## src/rtl/cau_pkg.sv

```systemverilog
`timescale 1ns / 1ps
`default_nettype none
// ----------------------------------------------------------------------------
// cau_pkg
// Shared types and constants of the complex arithmetic unit (signed Q16.16).
// ----------------------------------------------------------------------------
package cau_pkg;

	localparam int DATA_W    = 32;
	localparam int FRAC_BITS = 16;
	localparam int PROD_W    = 2 * DATA_W;
	localparam int SUM_W     = PROD_W + 1;
	localparam int REM_W     = PROD_W + FRAC_BITS;
	localparam int SHIFT_W   = REM_W + DATA_W;
	localparam int STEPS     = DATA_W;

	typedef enum logic [3:0] {
		CMD_ADD    = 4'd0,
		CMD_SUB    = 4'd1,
		CMD_MUL    = 4'd2,
		CMD_DIV    = 4'd3,
		CMD_DIVR   = 4'd4,
		CMD_MAG    = 4'd5,
		CMD_CONJ   = 4'd6,
		CMD_CMP    = 4'd7,
		CMD_INC_RE = 4'd8,
		CMD_DEC_RE = 4'd9,
		CMD_INC_IM = 4'd10,
		CMD_DEC_IM = 4'd11
	} cmd_t;

	typedef struct packed {
		logic [3:0]               command;
		logic signed [DATA_W-1:0] a_re;
		logic signed [DATA_W-1:0] a_im;
		logic signed [DATA_W-1:0] b_re;
		logic signed [DATA_W-1:0] b_im;
	} req_t;

	typedef struct packed {
		logic signed [DATA_W-1:0] res_re;
		logic signed [DATA_W-1:0] res_im;
		logic [DATA_W-1:0]        magnitude;
		logic                     mag_equal;
		logic                     mag_less;
		logic                     mag_greater;
		logic                     overflow;
		logic                     div_zero;
	} rsp_t;

	// results settled early, carried alongside the iterative lanes
	typedef struct packed {
		cmd_t              cmd;
		logic [DATA_W-1:0] rr;
		logic [DATA_W-1:0] ri;
		logic              ov;
		logic              dz;
		logic              eq;
		logic              lt;
		logic              gt;
		logic              neg_re;
		logic              neg_im;
		logic              big_re;
		logic              big_im;
	} side_t;

	typedef struct packed {
		side_t             side;
		logic [PROD_W-1:0] den;
		logic [REM_W-1:0]  rem_re;
		logic [REM_W-1:0]  rem_im;
		logic [DATA_W-1:0] q_re;
		logic [DATA_W-1:0] q_im;
		logic [PROD_W-1:0] sq_x;
		logic [PROD_W-1:0] sq_res;
	} iter_t;

endpackage
`default_nettype wire

```

## src/rtl/cau_finish.sv

```systemverilog
`timescale 1ns / 1ps
`default_nettype none
// ----------------------------------------------------------------------------
// cau_finish
// Quotient sign and saturation, and selection of the result beat fields.
// ----------------------------------------------------------------------------
module cau_finish import cau_pkg::*; (
	input  iter_t in_data,
	output rsp_t  out_data
);

	localparam logic [DATA_W-1:0] MAX_POS = {1'b0, {(DATA_W - 1){1'b1}}};
	localparam logic [DATA_W-1:0] MIN_MAG = {1'b1, {(DATA_W - 1){1'b0}}};

	logic              ov_re, ov_im;
	logic [DATA_W-1:0] qr, qi;

	always_comb begin
		ov_re = in_data.side.big_re ||
		        (in_data.q_re > (in_data.side.neg_re ? MIN_MAG : MAX_POS));
		ov_im = in_data.side.big_im ||
		        (in_data.q_im > (in_data.side.neg_im ? MIN_MAG : MAX_POS));
		if (in_data.side.neg_re) begin
			qr = ov_re ? MIN_MAG : -in_data.q_re;
		end else begin
			qr = ov_re ? MAX_POS : in_data.q_re;
		end
		if (in_data.side.neg_im) begin
			qi = ov_im ? MIN_MAG : -in_data.q_im;
		end else begin
			qi = ov_im ? MAX_POS : in_data.q_im;
		end

		out_data             = '0;
		out_data.mag_equal   = in_data.side.eq;
		out_data.mag_less    = in_data.side.lt;
		out_data.mag_greater = in_data.side.gt;
		case (in_data.side.cmd)
			CMD_DIV, CMD_DIVR: begin
				if (in_data.side.dz) begin
					out_data.div_zero = 1'b1;
				end else begin
					out_data.res_re   = qr;
					out_data.res_im   = qi;
					out_data.overflow = ov_re | ov_im;
				end
			end
			CMD_MAG: begin
				out_data.magnitude = in_data.sq_res[DATA_W-1:0];
			end
			default: begin
				out_data.res_re   = in_data.side.rr;
				out_data.res_im   = in_data.side.ri;
				out_data.overflow = in_data.side.ov;
			end
		endcase
	end

endmodule
`default_nettype wire

```

## config.mk

```make
export PLATFORM = sky130hd
export DESIGN_NAME = cau_finish
export DESIGN_NICKNAME = d
export VERILOG_FILES = /design/src/rtl/cau_pkg.sv /design/src/rtl/cau_finish.sv
export SDC_FILE = /design/constraint.sdc
export NUM_CORES = 1
export LEC_CHECK = 0
export BUFFER_PORTS_ARGS = -buffer_cell sky130_fd_sc_hd__buf_2
export CAP_MARGIN = 20
export CORE_AREA = 2 2 228 230
export DETAILED_ROUTE_END_ITERATION = 10
export DIE_AREA = 0 0 230 232
export PLACE_DENSITY = 0.3
export SLEW_MARGIN = 10
export SYNTH_ARGS = -nofsm -noshare
export SYNTH_HDL_FRONTEND = slang
export SYNTH_SLANG_ARGS = --single-unit
```

## constraint.sdc

```tcl
create_clock -name vclk -period 3.4
set_input_delay 0.34 -clock vclk [all_inputs]
set_output_delay 0.34 -clock vclk [all_outputs]
set_load 0.02 [all_outputs]
```

==> impl_metrics.toml <==
[power]
vdd_drop_max_mv = 0.0566
power_frac_comb_pct = 100.0
swShare_pct = 54.6
p_sw_uw = 647
power.internal_uw = 538
powerDensity_nw_per_um2 = 132
clockPowerShare_pct = 0
p_leak_uw = 0.00389
p_seq_share_pct = 0

[placed_design]
io_buffers = 268
dp_hpwl_um = 31900
pre_cts_ws_ns = -0.392
place_congestion = 0.813

[global_routing]
grt_pass1_wl_um = 51800
grt_usage_pct = 13.4
grt_overflow = 0
antenna_found_initial = 8
grt_pass1_vias = 7006
grt_start_max_net_pins = 33

[detailed_routing]
routed_wl_um = 37500
drtIter0Drc = 323
drtAntennaViolNets = 0
drc = 0
avgViaCountPerCell = 4.03
dr.pass1.iters = 5
vias = 6944
avgRoutedWirePerCell_um = 21.8

[sta]
period_minus_slack_ns = 3.52
slew_violations = 0
timing.final.ws_setup_ns = -0.123
rsz0062_at_grt = "true"
final_hold_viol_count = 0
finalSetupViolCount = 21
worst_pin_slew_ns = 0.791
fmax_mhz = 284
min_period_over_period_pct = 104
slew_headroom_pct = 46.8

[synth]
yosysSeqAreaShare_pct = 0
syn-mean-instance-area_um2 = 6.49
synth_top_area_share_pct = 19.5
yosysWarningCount = 0
synth_area_um2 = 4230
synth_cell_type_count = 57
synthTopCellsByCount = "71 x nand2_1, 66 x ha_1, 57 x nor2_1, 45 x nand3_1, 39 x a21oi_1"
synth_nets = 1210
synthCells = 651
synth.most_common_cell = "nand2_1"
synthTopCellsByArea = "ha_1 20%, a32o_1 6.4%, nand2_1 6.3%"
yosys.area.top_type = "ha_1"

[clocking]
cts_hold_buf = 0

[floorplanning]
ios = 594
core_area_um2 = 50900
start_util_pct = 8.31
rows = 83
die-area_um2 = 53400
die_w_um = 230
die_h_um = 232

[finish]
regArea_um2 = 0
syn_to_final_growth_pct = 112
n_fill_cell = 5898
seq_cells = 0
drive_gt1_share_pct = 54.4
final_core_util_pct = 17.6
final_nets = 1597
nClkBuffers = 0

[run_status]
status = "finished with violations"
violations = "setup timing"

[min_path]
hold_class = "in2out"

[critical_path]
critPathMaxFanout = 7
criticalPathCategory = "in2out"
worstPathRequired_ns = 3.06
cp_data_arrival_time_ns = 3.18
critPathLaunchType = "input pin"
critPathCaptureType = "output pin"

[job]
max_cap_viol_count = 0
[layout by cell type (no fill, tap or decap), types with 20 or more instances in the layout]
cell type,Yosys,final
ha_4,0,32
ha_1,66,34
nor2_1,57,56
a21oi_1,39,34
and2_1,35,35
nand3_1,45,32
nand2_1,71,67
buf_6,0,46
a32o_2,0,22
buf_4,3,139
nand4_1,20,20
nor3_1,29,27
or3_1,38,32
o21ai_0,38,20
buf_2,3,216
[power by group through the flow]
stage	combinational, µW	sequential [µW]	clock (µW)
after floorplan	408	0	0
after global placement	927	0	0
after detailed placement	926	0	0
after CTS	1120	0	0
after global routing	1290	0	0.000118
final	1180	0	0.000143
[cell type report]
cell class                      count  area, µm²  share of cell area, %
Timing Repair Buffer              424       3100                   34.6
Tap cell                          680        851                   9.48
Multi-Input combinational cell    601       4970                   55.3
Inverter                           11       41.3                  0.460
Antenna cell                        5       12.5                  0.139
[through the flow]
stage / hold WS, ns / power, µW / TNS, ns / cells / instance area [µm²]
after global routing: 0.680 / 1290 / -3.70 / 1719 / 8970
after global placement: 0.680 / 927 / -12.01 / 1688 / 7280
final: 0.680 / 1180 / -0.742 / 1721 / 8970
after floorplan: 0.793 / 408 / 0 / 651 / 4230
after CTS: 0.680 / 1120 / -1.09 / 1708 / 8420
after detailed placement: 0.680 / 926 / -13.51 / 1688 / 7280
[logic make-up after synthesis]
group           Yosys count  share of synthesized area, %
compound gates          175                          29.4
fa+ha+maj                66                          19.5
buf+inv                  50                          4.79
mux                      16                          4.00
simple gates            344                          42.3
[layer usage]
layer / global-route usage, % / up-vias / part of all wire [%]
met5: 0 / - / 0.13
met4: 3.06 / 8 / 2.4
met3: 1.74 / 28 / 5.1
met2: 23.1 / 247 / 47
met1: 17.6 / 3330 / 45
li1: - / 3331 / -
[critical path, cell delays in order]
cell and delay (ns):
buf_12 0.13, buf_12 0.15, ha_4 0.22, nand4_1 0.23
a2111oi_2 0.09, or4b_4 0.56, a221o_4 0.45, buf_6 0.16
or3_1 0.37, a32o_2 0.32, buf_6 0.15
[what timing repair did]
| action | in CTS | in global routing |
|---|---|---|
| gates resized for setup | 200 | 104 |
| pin swaps | 47 | 43 |
| cloned | 5 | 2 |
| endpoints found under the setup margin | 65 | 59 |
| buffers inserted | 15 | 7 |
[path summary, 6_finish.rpt]
| check | end | depth (start not counted) | start |
|---|---|---|---|
| setup / recovery | out_data[40] | 11 | in_data[418] |
| hold / removal | out_data[4] | 0 | in_data[422] |
Note: power is estimated with default switching activity, not from simulation.
